--- src/hw/rtl/assert_macros.svh ---
// Assertion macros shared by the RTL of the stamp spacer.
// Every macro samples on clk and is disabled while rst_n is low.
`ifndef ASSERT_MACROS_SVH
`define ASSERT_MACROS_SVH

// Check a condition at every clock edge.
`define ASSERT_ALWAYS(label, cond, msg) \
    label: assert property (@(posedge clk) disable iff (!rst_n) (cond)) else $error(msg);

// Check that a trigger is followed by a condition in the next cycle.
`define ASSERT_NEXT(label, trig, cond, msg) \
    label: assert property (@(posedge clk) disable iff (!rst_n) (trig) |=> (cond)) \
        else $error(msg);

`endif

--- src/hw/rtl/bss_pkg.sv ---
// Shared types, codes and width helpers of the brush stroke stamp spacer.
// No dependencies.
package bss_pkg;

    localparam int MAX_STAMPS_DEF = 64;
    localparam int COORD_BITS_DEF = 16;
    localparam int FRAC_BITS_DEF  = 8;
    localparam int CARRY_W        = 26;
    localparam int SPACING_W      = 16;

    localparam logic [1:0] OP_PRESS   = 2'd0;
    localparam logic [1:0] OP_DRAG    = 2'd1;
    localparam logic [1:0] OP_RELEASE = 2'd2;

    localparam logic [2:0] MUL_XX = 3'd0;
    localparam logic [2:0] MUL_YY = 3'd1;
    localparam logic [2:0] MUL_SX = 3'd2;
    localparam logic [2:0] MUL_SY = 3'd3;
    localparam logic [2:0] MUL_DX = 3'd4;
    localparam logic [2:0] MUL_DY = 3'd5;

    function automatic int max2(input int a, input int b);
        return (a > b) ? a : b;
    endfunction

    function automatic int seg_bits(input int c, input int f);
        return c + f + 1;
    endfunction

    function automatic int div_bits(input int c, input int f);
        return max2(CARRY_W, c + seg_bits(c, f) + 2);
    endfunction

    typedef struct packed {
        logic       take;
        logic       press_out;
        logic       mul_en;
        logic [2:0] mul_op;
        logic       acc_add;
        logic       sq_start;
        logic       sq_step;
        logic       seg_done;
        logic       div_start;
        logic       div_coord;
        logic       div_step;
        logic       due_done;
        logic       x_done;
        logic       y_done;
        logic       emit;
    } cmd_t;

    typedef struct packed {
        logic active;
        logic seg_zero;
        logic due_zero;
        logic last;
        logic out_free;
    } sts_t;

endpackage

--- src/hw/rtl/brush_stroke_stamp_spacer.sv ---
// Flow: a press stamp passes from S_PRESS into the output register once it is free; a drag's
// first stamp follows square root and carry division, one bit a cycle, then both
// coordinate divisions. Each further stamp waits for the two coordinate divisions on
// the one shared divider; one event at a time.
// Reset: rst_n clears stroke, carry and spacing (to 1) at once; no clearing pass.
module brush_stroke_stamp_spacer #(
    parameter int MAX_STAMPS = bss_pkg::MAX_STAMPS_DEF,
    parameter int COORD_BITS = bss_pkg::COORD_BITS_DEF,
    parameter int FRAC_BITS  = bss_pkg::FRAC_BITS_DEF
) (
    input  logic                                clk,
    input  logic                                rst_n,
    input  logic                                s_tvalid,
    output logic                                s_tready,
    input  logic [((2*COORD_BITS+7)/8)*8-1:0]   s_tdata,  // pos_x, pos_y
    input  logic [1:0]                          s_tuser,  // op
    output logic                                m_tvalid,
    input  logic                                m_tready,
    output logic [((2*COORD_BITS+7)/8)*8-1:0]   m_tdata,  // stamp_x, stamp_y
    output logic                                m_tlast,  // last_stamp
    output logic                                m_tuser,  // stamps_dropped
    input  logic                                cfg_we,
    input  logic [bss_pkg::SPACING_W-1:0]       cfg_wdata
);

    localparam int TD_W = ((2 * COORD_BITS + 7) / 8) * 8;

    bss_pkg::cmd_t                cmd;
    bss_pkg::sts_t                sts;
    logic signed [COORD_BITS-1:0] out_x;
    logic signed [COORD_BITS-1:0] out_y;

    bss_ctrl #(
        .COORD_BITS (COORD_BITS),
        .FRAC_BITS  (FRAC_BITS)
    ) u_ctrl (
        .clk      (clk),
        .rst_n    (rst_n),
        .in_valid (s_tvalid),
        .in_op    (s_tuser),
        .in_ready (s_tready),
        .sts      (sts),
        .cmd      (cmd)
    );

    bss_dp #(
        .MAX_STAMPS (MAX_STAMPS),
        .COORD_BITS (COORD_BITS),
        .FRAC_BITS  (FRAC_BITS)
    ) u_dp (
        .clk         (clk),
        .rst_n       (rst_n),
        .in_op       (s_tuser),
        .in_x        (s_tdata[COORD_BITS-1:0]),
        .in_y        (s_tdata[2*COORD_BITS-1:COORD_BITS]),
        .cfg_we      (cfg_we),
        .cfg_wdata   (cfg_wdata),
        .cmd         (cmd),
        .sts         (sts),
        .out_valid   (m_tvalid),
        .out_ready   (m_tready),
        .out_x       (out_x),
        .out_y       (out_y),
        .out_last    (m_tlast),
        .out_dropped (m_tuser)
    );

    assign m_tdata = TD_W'({out_y, out_x});

endmodule

--- src/hw/rtl/bss_ctrl.sv ---
// Sequencer of the stamp spacer: steps square root, divisions and stamp emission.
// Depends on bss_pkg.
module bss_ctrl #(
    parameter int COORD_BITS = bss_pkg::COORD_BITS_DEF,
    parameter int FRAC_BITS  = bss_pkg::FRAC_BITS_DEF
) (
    input  logic             clk,
    input  logic             rst_n,
    input  logic             in_valid,
    input  logic [1:0]       in_op,
    output logic             in_ready,
    input  bss_pkg::sts_t    sts,
    output bss_pkg::cmd_t    cmd
);

    localparam int SEG_W = bss_pkg::seg_bits(COORD_BITS, FRAC_BITS);
    localparam int DW    = bss_pkg::div_bits(COORD_BITS, FRAC_BITS);
    localparam int CNT_W = $clog2(bss_pkg::max2(SEG_W, DW) + 1);

    localparam logic [4:0] S_IDLE  = 5'd0;
    localparam logic [4:0] S_PRESS = 5'd1;
    localparam logic [4:0] S_MXX   = 5'd2;
    localparam logic [4:0] S_MYY   = 5'd3;
    localparam logic [4:0] S_SQI   = 5'd4;
    localparam logic [4:0] S_SQ    = 5'd5;
    localparam logic [4:0] S_SEG   = 5'd6;
    localparam logic [4:0] S_DVI   = 5'd7;
    localparam logic [4:0] S_DV    = 5'd8;
    localparam logic [4:0] S_DUE   = 5'd9;
    localparam logic [4:0] S_MSX   = 5'd10;
    localparam logic [4:0] S_MDX   = 5'd11;
    localparam logic [4:0] S_DXI   = 5'd12;
    localparam logic [4:0] S_DXS   = 5'd13;
    localparam logic [4:0] S_XEND  = 5'd14;
    localparam logic [4:0] S_MSY   = 5'd15;
    localparam logic [4:0] S_MDY   = 5'd16;
    localparam logic [4:0] S_DYI   = 5'd17;
    localparam logic [4:0] S_DYS   = 5'd18;
    localparam logic [4:0] S_YEND  = 5'd19;
    localparam logic [4:0] S_EMIT  = 5'd20;

    logic [4:0]       state_reg;
    logic [4:0]       state_next;
    logic [CNT_W-1:0] cnt_reg;
    logic [CNT_W-1:0] cnt_next;

    assign in_ready = (state_reg == S_IDLE);

    always_comb
    begin
        state_next = state_reg;
        cnt_next   = cnt_reg;
        cmd        = '0;
        case (state_reg)
            S_IDLE:
            begin
                if (in_valid)
                begin
                    cmd.take = 1'b1;
                    if (in_op == bss_pkg::OP_PRESS)
                    begin
                        state_next = S_PRESS;
                    end
                    else if (in_op == bss_pkg::OP_DRAG && sts.active)
                    begin
                        state_next = S_MXX;
                    end
                end
            end
            S_PRESS:
            begin
                if (sts.out_free)
                begin
                    cmd.press_out = 1'b1;
                    state_next    = S_IDLE;
                end
            end
            S_MXX:
            begin
                cmd.mul_en = 1'b1;
                cmd.mul_op = bss_pkg::MUL_XX;
                state_next = S_MYY;
            end
            S_MYY:
            begin
                cmd.mul_en  = 1'b1;
                cmd.mul_op  = bss_pkg::MUL_YY;
                cmd.acc_add = 1'b1;
                state_next  = S_SQI;
            end
            S_SQI:
            begin
                cmd.sq_start = 1'b1;
                cnt_next     = '0;
                state_next   = S_SQ;
            end
            S_SQ:
            begin
                cmd.sq_step = 1'b1;
                cnt_next    = cnt_reg + CNT_W'(1);
                if (cnt_reg == CNT_W'(SEG_W - 1))
                begin
                    state_next = S_SEG;
                end
            end
            S_SEG:
            begin
                cmd.seg_done = 1'b1;
                state_next   = sts.seg_zero ? S_IDLE : S_DVI;
            end
            S_DVI:
            begin
                cmd.div_start = 1'b1;
                cnt_next      = '0;
                state_next    = S_DV;
            end
            S_DV, S_DXS, S_DYS:
            begin
                cmd.div_step = 1'b1;
                cnt_next     = cnt_reg + CNT_W'(1);
                if (cnt_reg == CNT_W'(DW - 1))
                begin
                    state_next = (state_reg == S_DV)  ? S_DUE :
                                 (state_reg == S_DXS) ? S_XEND : S_YEND;
                end
            end
            S_DUE:
            begin
                cmd.due_done = 1'b1;
                state_next   = sts.due_zero ? S_IDLE : S_MSX;
            end
            S_MSX:
            begin
                cmd.mul_en = 1'b1;
                cmd.mul_op = bss_pkg::MUL_SX;
                state_next = S_MDX;
            end
            S_MDX:
            begin
                cmd.mul_en  = 1'b1;
                cmd.mul_op  = bss_pkg::MUL_DX;
                cmd.acc_add = 1'b1;
                state_next  = S_DXI;
            end
            S_DXI:
            begin
                cmd.div_start = 1'b1;
                cmd.div_coord = 1'b1;
                cnt_next      = '0;
                state_next    = S_DXS;
            end
            S_XEND:
            begin
                cmd.x_done = 1'b1;
                state_next = S_MSY;
            end
            S_MSY:
            begin
                cmd.mul_en = 1'b1;
                cmd.mul_op = bss_pkg::MUL_SY;
                state_next = S_MDY;
            end
            S_MDY:
            begin
                cmd.mul_en  = 1'b1;
                cmd.mul_op  = bss_pkg::MUL_DY;
                cmd.acc_add = 1'b1;
                state_next  = S_DYI;
            end
            S_DYI:
            begin
                cmd.div_start = 1'b1;
                cmd.div_coord = 1'b1;
                cnt_next      = '0;
                state_next    = S_DYS;
            end
            S_YEND:
            begin
                cmd.y_done = 1'b1;
                state_next = S_EMIT;
            end
            S_EMIT:
            begin
                if (sts.out_free)
                begin
                    cmd.emit   = 1'b1;
                    state_next = sts.last ? S_IDLE : S_MSX;
                end
            end
            default:
            begin
                state_next = S_IDLE;
            end
        endcase
    end

    always_ff @(posedge clk or negedge rst_n)
    begin
        if (!rst_n)
        begin
            state_reg <= S_IDLE;
            cnt_reg   <= '0;
        end
        else
        begin
            state_reg <= state_next;
            cnt_reg   <= cnt_next;
        end
    end

endmodule

--- src/hw/rtl/bss_dp.sv ---
// Datapath of the stamp spacer: stroke state, shared multiplier, square root,
// divider and the output register. Depends on bss_pkg and assert_macros.svh.
`include "assert_macros.svh"
module bss_dp #(
    parameter int MAX_STAMPS = bss_pkg::MAX_STAMPS_DEF,
    parameter int COORD_BITS = bss_pkg::COORD_BITS_DEF,
    parameter int FRAC_BITS  = bss_pkg::FRAC_BITS_DEF
) (
    input  logic                                clk,
    input  logic                                rst_n,
    input  logic [1:0]                          in_op,
    input  logic signed [COORD_BITS-1:0]        in_x,
    input  logic signed [COORD_BITS-1:0]        in_y,
    input  logic                                cfg_we,
    input  logic [bss_pkg::SPACING_W-1:0]       cfg_wdata,
    input  bss_pkg::cmd_t                       cmd,
    output bss_pkg::sts_t                       sts,
    output logic                                out_valid,
    input  logic                                out_ready,
    output logic signed [COORD_BITS-1:0]        out_x,
    output logic signed [COORD_BITS-1:0]        out_y,
    output logic                                out_last,
    output logic                                out_dropped
);

    localparam int C      = COORD_BITS;
    localparam int SEG_W  = bss_pkg::seg_bits(COORD_BITS, FRAC_BITS);
    localparam int DW     = bss_pkg::div_bits(COORD_BITS, FRAC_BITS);
    localparam int SP_W   = bss_pkg::SPACING_W + FRAC_BITS;
    localparam int DV_W   = bss_pkg::max2(SP_W, SEG_W + 1);
    localparam int TR_W   = bss_pkg::max2(bss_pkg::max2(SEG_W, SP_W), bss_pkg::CARRY_W) + 2;
    localparam int MA     = C + 1;
    localparam int ACC_W  = MA + TR_W + 1;
    localparam int SQ_W   = 2 * SEG_W;
    localparam int RW     = SEG_W + 2;
    localparam int EMIT_W = $clog2(MAX_STAMPS + 1);
    localparam int CW     = bss_pkg::CARRY_W;

    logic [bss_pkg::SPACING_W-1:0] spacing_reg;
    logic                          active_reg;
    logic signed [C-1:0]           prev_x_reg;
    logic signed [C-1:0]           prev_y_reg;
    logic [CW-1:0]                 carried_reg;
    logic signed [C:0]             dx_reg;
    logic signed [C:0]             dy_reg;
    logic signed [C-1:0]           sx_reg;
    logic signed [C-1:0]           sy_reg;
    logic signed [ACC_W-1:0]       acc_reg;
    logic [SQ_W-1:0]               sq_op_reg;
    logic [RW-1:0]                 sq_rem_reg;
    logic [SEG_W-1:0]              sq_root_reg;
    logic [SEG_W-1:0]              seg_reg;
    logic [CW-1:0]                 carry_reg;
    logic [DW-1:0]                 quo_reg;
    logic [DV_W-1:0]               rem_reg;
    logic [DV_W-1:0]               den_reg;
    logic                          neg_reg;
    logic [EMIT_W-1:0]             emit_reg;
    logic [EMIT_W-1:0]             idx_reg;
    logic                          dropped_reg;
    logic signed [TR_W-1:0]        travel_reg;
    logic signed [C-1:0]           rx_reg;
    logic signed [C-1:0]           ry_reg;
    logic                          out_valid_reg;
    logic signed [C-1:0]           out_x_reg;
    logic signed [C-1:0]           out_y_reg;
    logic                          out_last_reg;
    logic                          out_dropped_reg;

    logic [SP_W-1:0]               sp;
    logic signed [C:0]             ux;
    logic signed [C:0]             uy;
    logic signed [MA-1:0]          a_m;
    logic signed [TR_W-1:0]        b_m;
    logic signed [MA+TR_W-1:0]     prod;
    logic signed [ACC_W-1:0]       acc_next;
    logic [RW+1:0]                 sq_t;
    logic [RW+1:0]                 sq_trial;
    logic [DV_W:0]                 dv_t;
    logic                          dv_ge;
    logic signed [ACC_W-1:0]       mag;
    logic [C-1:0]                  q_c;
    logic signed [C-1:0]           coord_res;
    logic                          out_free;

    assign sp = {(spacing_reg == '0) ? bss_pkg::SPACING_W'(1) : spacing_reg,
                 {FRAC_BITS{1'b0}}};
    assign ux = dx_reg[C] ? -dx_reg : dx_reg;
    assign uy = dy_reg[C] ? -dy_reg : dy_reg;

    always_comb
    begin
        case (cmd.mul_op)
            bss_pkg::MUL_XX:
            begin
                a_m = ux;
                b_m = TR_W'(ux);
            end
            bss_pkg::MUL_YY:
            begin
                a_m = uy;
                b_m = TR_W'(uy);
            end
            bss_pkg::MUL_SX:
            begin
                a_m = MA'(sx_reg);
                b_m = signed'(TR_W'(seg_reg));
            end
            bss_pkg::MUL_SY:
            begin
                a_m = MA'(sy_reg);
                b_m = signed'(TR_W'(seg_reg));
            end
            bss_pkg::MUL_DX:
            begin
                a_m = dx_reg;
                b_m = travel_reg;
            end
            bss_pkg::MUL_DY:
            begin
                a_m = dy_reg;
                b_m = travel_reg;
            end
            default:
            begin
                a_m = '0;
                b_m = '0;
            end
        endcase
    end

    assign prod     = a_m * b_m;
    assign acc_next = cmd.acc_add ? acc_reg + ACC_W'(prod) : ACC_W'(prod);

    assign sq_t     = {sq_rem_reg, sq_op_reg[SQ_W-1 -: 2]};
    assign sq_trial = (RW + 2)'({sq_root_reg, 2'b01});

    assign dv_t  = {rem_reg, quo_reg[DW-1]};
    assign dv_ge = (dv_t >= {1'b0, den_reg});

    assign mag       = acc_reg[ACC_W-1] ? -acc_reg : acc_reg;
    assign q_c       = quo_reg[C-1:0];
    assign coord_res = neg_reg ? -signed'(q_c) : signed'(q_c);

    assign out_free = !out_valid_reg || out_ready;

    assign sts.active   = active_reg;
    assign sts.seg_zero = (sq_root_reg == '0);
    assign sts.due_zero = (quo_reg == '0);
    assign sts.last     = ((idx_reg + EMIT_W'(1)) == emit_reg);
    assign sts.out_free = out_free;

    assign out_valid   = out_valid_reg;
    assign out_x       = out_x_reg;
    assign out_y       = out_y_reg;
    assign out_last    = out_last_reg;
    assign out_dropped = out_dropped_reg;

    always_ff @(posedge clk or negedge rst_n)
    begin
        if (!rst_n)
        begin
            spacing_reg   <= bss_pkg::SPACING_W'(1);
            active_reg    <= 1'b0;
            prev_x_reg    <= '0;
            prev_y_reg    <= '0;
            carried_reg   <= '0;
            emit_reg      <= '0;
            dropped_reg   <= 1'b0;
            out_valid_reg <= 1'b0;
        end
        else
        begin
            if (cfg_we)
            begin
                spacing_reg <= cfg_wdata;
            end
            if (cmd.take)
            begin
                if (in_op == bss_pkg::OP_PRESS)
                begin
                    active_reg  <= 1'b1;
                    prev_x_reg  <= in_x;
                    prev_y_reg  <= in_y;
                    carried_reg <= '0;
                end
                else if (in_op == bss_pkg::OP_RELEASE)
                begin
                    active_reg  <= 1'b0;
                    carried_reg <= '0;
                end
                else if (in_op == bss_pkg::OP_DRAG && active_reg)
                begin
                    prev_x_reg <= in_x;
                    prev_y_reg <= in_y;
                end
            end
            if (cmd.due_done)
            begin
                carried_reg <= CW'(rem_reg);
                emit_reg    <= (quo_reg > DW'(MAX_STAMPS)) ? EMIT_W'(MAX_STAMPS)
                                                           : quo_reg[EMIT_W-1:0];
                dropped_reg <= (quo_reg > DW'(MAX_STAMPS));
            end
            if (cmd.press_out || cmd.emit)
            begin
                out_valid_reg <= 1'b1;
            end
            else if (out_ready)
            begin
                out_valid_reg <= 1'b0;
            end
        end
    end

    always_ff @(posedge clk)
    begin
        if (cmd.take)
        begin
            dx_reg <= (C + 1)'(in_x) - (C + 1)'(prev_x_reg);
            dy_reg <= (C + 1)'(in_y) - (C + 1)'(prev_y_reg);
            sx_reg <= prev_x_reg;
            sy_reg <= prev_y_reg;
        end
        if (cmd.mul_en)
        begin
            acc_reg <= acc_next;
        end
        if (cmd.sq_start)
        begin
            sq_op_reg   <= {{(SQ_W - 2 * C - 1){1'b0}}, acc_reg[2*C:0]} << (2 * FRAC_BITS);
            sq_rem_reg  <= '0;
            sq_root_reg <= '0;
        end
        else if (cmd.sq_step)
        begin
            sq_op_reg <= sq_op_reg << 2;
            if (sq_t >= sq_trial)
            begin
                sq_rem_reg  <= RW'(sq_t - sq_trial);
                sq_root_reg <= {sq_root_reg[SEG_W-2:0], 1'b1};
            end
            else
            begin
                sq_rem_reg  <= sq_t[RW-1:0];
                sq_root_reg <= {sq_root_reg[SEG_W-2:0], 1'b0};
            end
        end
        if (cmd.seg_done)
        begin
            seg_reg   <= sq_root_reg;
            carry_reg <= CW'(CW'(sq_root_reg) + carried_reg);
        end
        if (cmd.div_start)
        begin
            rem_reg <= '0;
            if (cmd.div_coord)
            begin
                quo_reg <= DW'({mag, 1'b0}) + DW'(seg_reg);
                den_reg <= DV_W'({seg_reg, 1'b0});
                neg_reg <= acc_reg[ACC_W-1];
            end
            else
            begin
                quo_reg <= DW'(carry_reg);
                den_reg <= DV_W'(sp);
                neg_reg <= 1'b0;
            end
        end
        else if (cmd.div_step)
        begin
            rem_reg <= dv_ge ? DV_W'(dv_t - {1'b0, den_reg}) : dv_t[DV_W-1:0];
            quo_reg <= {quo_reg[DW-2:0], dv_ge};
        end
        if (cmd.due_done)
        begin
            idx_reg    <= '0;
            travel_reg <= signed'(TR_W'(seg_reg)) - signed'(TR_W'(carry_reg))
                          + signed'(TR_W'(sp));
        end
        if (cmd.x_done)
        begin
            rx_reg <= coord_res;
        end
        if (cmd.y_done)
        begin
            ry_reg <= coord_res;
        end
        if (cmd.press_out)
        begin
            out_x_reg       <= prev_x_reg;
            out_y_reg       <= prev_y_reg;
            out_last_reg    <= 1'b1;
            out_dropped_reg <= 1'b0;
        end
        else if (cmd.emit)
        begin
            out_x_reg       <= rx_reg;
            out_y_reg       <= ry_reg;
            out_last_reg    <= sts.last;
            out_dropped_reg <= dropped_reg;
            idx_reg         <= idx_reg + EMIT_W'(1);
            travel_reg      <= travel_reg + signed'(TR_W'(sp));
        end
    end

    `ASSERT_ALWAYS(a_emit_max, emit_reg <= EMIT_W'(MAX_STAMPS), "stamp count above limit")
    `ASSERT_ALWAYS(a_drop_full, !dropped_reg || emit_reg == EMIT_W'(MAX_STAMPS),
        "drop flagged without a full run")
    `ASSERT_ALWAYS(a_load_free, !(cmd.emit || cmd.press_out) || out_free,
        "output loaded while occupied")
    `ASSERT_NEXT(a_carry_rem, cmd.due_done, CW'(carried_reg) < CW'(sp),
        "carry not below spacing")

endmodule

--- config.mk ---
export PLATFORM = sky130hd
export DESIGN_NAME = brush_stroke_stamp_spacer
export DESIGN_NICKNAME = d
export VERILOG_FILES = /design/src/hw/rtl/bss_pkg.sv /design/src/hw/rtl/brush_stroke_stamp_spacer.sv /design/src/hw/rtl/bss_ctrl.sv /design/src/hw/rtl/bss_dp.sv
export VERILOG_INCLUDE_DIRS = /design/src /design/src/hw/rtl
export SDC_FILE = /design/constraint.sdc
export NUM_CORES = 2
export LEC_CHECK = 0
export BUFFER_PORTS_ARGS = -buffer_cell sky130_fd_sc_hd__buf_2
export CELL_PAD_IN_SITES_DETAIL_PLACEMENT = 1
export CELL_PAD_IN_SITES_GLOBAL_PLACEMENT = 2
export CORE_ASPECT_RATIO = 0.9
export CORE_UTILIZATION = 42
export CTS_CLUSTER_DIAMETER = 100
export DETAILED_ROUTE_END_ITERATION = 10
export GPL_TIMING_DRIVEN = 0
export HOLD_SLACK_MARGIN = 0.1
export PLACE_DENSITY_LB_ADDON = 0.1
export REMOVE_ABC_BUFFERS = 1
export SLEW_MARGIN = 40
export SYNTH_ARGS = -nofsm -noshare
export SYNTH_HDL_FRONTEND = slang
export SYNTH_SLANG_ARGS = --single-unit
--- constraint.sdc ---
create_clock -name clk -period 11.9 [get_ports clk]
set_input_delay 2.38 -clock clk [delete_from_list [all_inputs] [get_ports clk]]
set_output_delay 2.38 -clock clk [all_outputs]
set_load 0.02 [all_outputs]
==> run summary <==
Layout Skew: 63.9 ps
starting density of the core: 42.4%
status: complete, no violations
Leakage Power: 25.9 nW
worst rel slew slack: 42.1%
worst-path maximum fanout: 26
vias in the first global route: 43400
Yosys top cell area share: 19.7%
first-pass GRT wire length: 275 mm
flops & latches, synth: 540
Post-Syn Area: 51300 um2
EDFF count, synth: 337
final instance count without filler cells: 7355
Seq. cell area: 14700 um2
full die area: 124000 um2
CTS tree: built
crit path DAT: 11910 ps
crit start category: register
drt wl/cell: 24.3 um
sequential area share after synthesis: 28.6%
total number of vias: 41700
max incr delay on CP: 620 ps
clk root buf: clkbuf_16
post-route minimum period: 11490 ps
worst hold path class: register to register
largest net degree at the start of global routing: 57
Post-Place Cells: 7196
Nets: 6580
I/O pin cnt: 91
Die Y: 334 um
total clock sinks: 540
hpwl dp: 144 mm
Hold Fails Final Rpt: 0
Critical-path top delay cell: dfrtp_4
Setup WS post-layout: 411 ps
grt total ovfl: 0
area occupied by multi-input gates: 34300 um2
synth cell count leaders: 712 x inv_1, 688 x nand2_1, 497 x nor2_1
TritonRoute pass-1 iters: 5
area added between synthesis and finish: 12.9%
Synth area leader: edfxtp_1
Design Power: 4.51 mW
count leader, synth: inv_1
ANT cells: 0
Max H-tree Level: 2
synth top area cells: edfxtp_1 20%, fa_1 18%, ha_1 8.6%
starting DRC count in detailed routing: 2895
WP data required: 12330 ps
maximum VDD drop: 0.000100 V
CTS buffer count: 61
layout cell share with drive strength beyond 1: 10.2%
Worst-path clk slew: 60 ps
Tcrit/Tclk final: 96.5%
port bufs: 90
Placement Setup Slack: -1270 ps
Slew @ Worst Pin: 857 ps
Netlist cell types: 88
Fillers: 13900
Routed Antenna Nets: 0
Yosys warning count: 0
WS Path Type: register to register
post-route DRC violation count: 0
PwrDens: 77.9 nW/um2
core box area: 121000 um2
max FFs per register: 46
dominant synthesized flop cell: edfxtp_1
Clock Path Buffers: 3
post-DR vias/cell: 5.66
All-Layer GR Usage: 29.2%
# rows: 121
GPL Wtd Cong: 0.938
Setup crit end kind: register
Routed Wire Length: 179 mm
Avg Cell Area, Syn: 9.14 um2
width of the chip: 370 um
Max Fclk: 87.0 MHz
Worst-Skew Late Latency: 700 ps
initial antenna violation count: 4
most used cell along the critical path: fa_1
# setup viols final: 0
async set-reset flop share out of synthesis: 17.6%
Max Cap Viol: 0
Cells after Synth: 5616
fin. max-slew vios: 0
Layout Utilization: 47.8%
report_power, final:
group          internal [mW]  leakage, nW  switching [mW]  total (mW)
Combinational          0.133         19.8           0.185       0.318
Sequential              2.07         5.10          0.0842        2.16
Clock                   1.17         1.04           0.861        2.04
repair_timing:
action                                  in CTS  in global routing
gates cloned                                 1                  1
pin swaps                                    0                  1
buffers inserted                             2                 37
endpoints found under the setup margin      20                 13
gates resized for setup                     43                 42
hold buffers                                 0                  0
critical path: cells and delay by family (launching register included):
family          cells  cell delay, ps
fa+ha+maj           8            3930
compound gates     15            3500
buf+inv            10            1330
simple gates        7            1330
flops               1             620
xor+xnor            2             520
per-stage QoR:
| step | hold slack (ps) | instance area, um2 | TNS [ps] |
|---|---|---|---|
| after floorplan | 440 | 50500 | 0 |
| after CTS | 463 | 57400 | 0 |
| after global routing | 480 | 57900 | -11.5 |
| after global placement | 443 | 52900 | -142250 |
| after detailed placement | 456 | 55000 | -13560 |
| final | 467 | 57900 | 0 |
area by class of cell:
class	count	share of cell area (%)
clock inverters	37	0.778
clock buffers	79	2.91
repair inverters	1	0.0130
multi-input cells	4144	59.2
repair buffers	241	3.64
well taps	1599	3.45
flip-flops and latches	540	25.3
inverters	714	4.65
cell families after synthesis:
logic type	synth area share, %
muxes	1.77
DFF	28.6
xor gates and xnor gates	5.92
and+or+nand+nor	14.6
AOI/OAI and AO/OA	15.4
buffers and inverters	6.84
adders and majority gates	26.9
cell usage in the layout, fill, tap and decap left out, types with 19 or more instances in the layout:
master	count
a211oi_1	19
a21o_1	107
a21oi_1	262
a221oi_4	24
a22o_1	47
a31oi_1	46
and2_1	22
and3_1	25
buf_2	110
buf_4	63
buf_6	28
clkbuf_16	61
dfrtp_1	89
dfxtp_1	108
edfxtp_1	337
fa_1	468
ha_1	352
inv_1	707
mux2_2	54
mux2i_1	29
nand2_1	682
nand2b_1	48
nand3_1	91
nand4_1	22
nor2_1	483
nor2b_1	48
nor3_1	54
nor4_1	28
o21a_1	37
o21ai_0	330
o21bai_1	42
o22ai_1	37
o31ai_1	36
o41ai_1	19
or3_1	29
xnor2_1	220
xor2_1	121
metal layers:
layer	part of all wire, %	up-vias	track usage, %	wire, um
met5	0	-	0	0
met4	3.1	0	8.52	5500
met3	5.1	192	3.88	9190
met2	44	911	44.4	78200
met1	48	21300	43.1	85800
li1	-	19300	-	-
path summary, 6_finish.rpt:
check	from	to	slack, ps	cells after the start
max	u_ctrl.state_reg[4]	u_dp.acc_reg[43]	410	42
min	u_dp.prev_y_reg[2]	u_dp.sy_reg[2]	470	0
max reg2reg	u_ctrl.state_reg[4]	u_dp.acc_reg[43]	410	42
min reg2reg	u_dp.prev_y_reg[2]	u_dp.sy_reg[2]	470	0
max in group asynchronous	rst_n	u_ctrl.state_reg[2]	9560	2
min in group asynchronous	rst_n	u_dp.prev_y_reg[13]	1630	1
(Power assumes the default switching activity.)
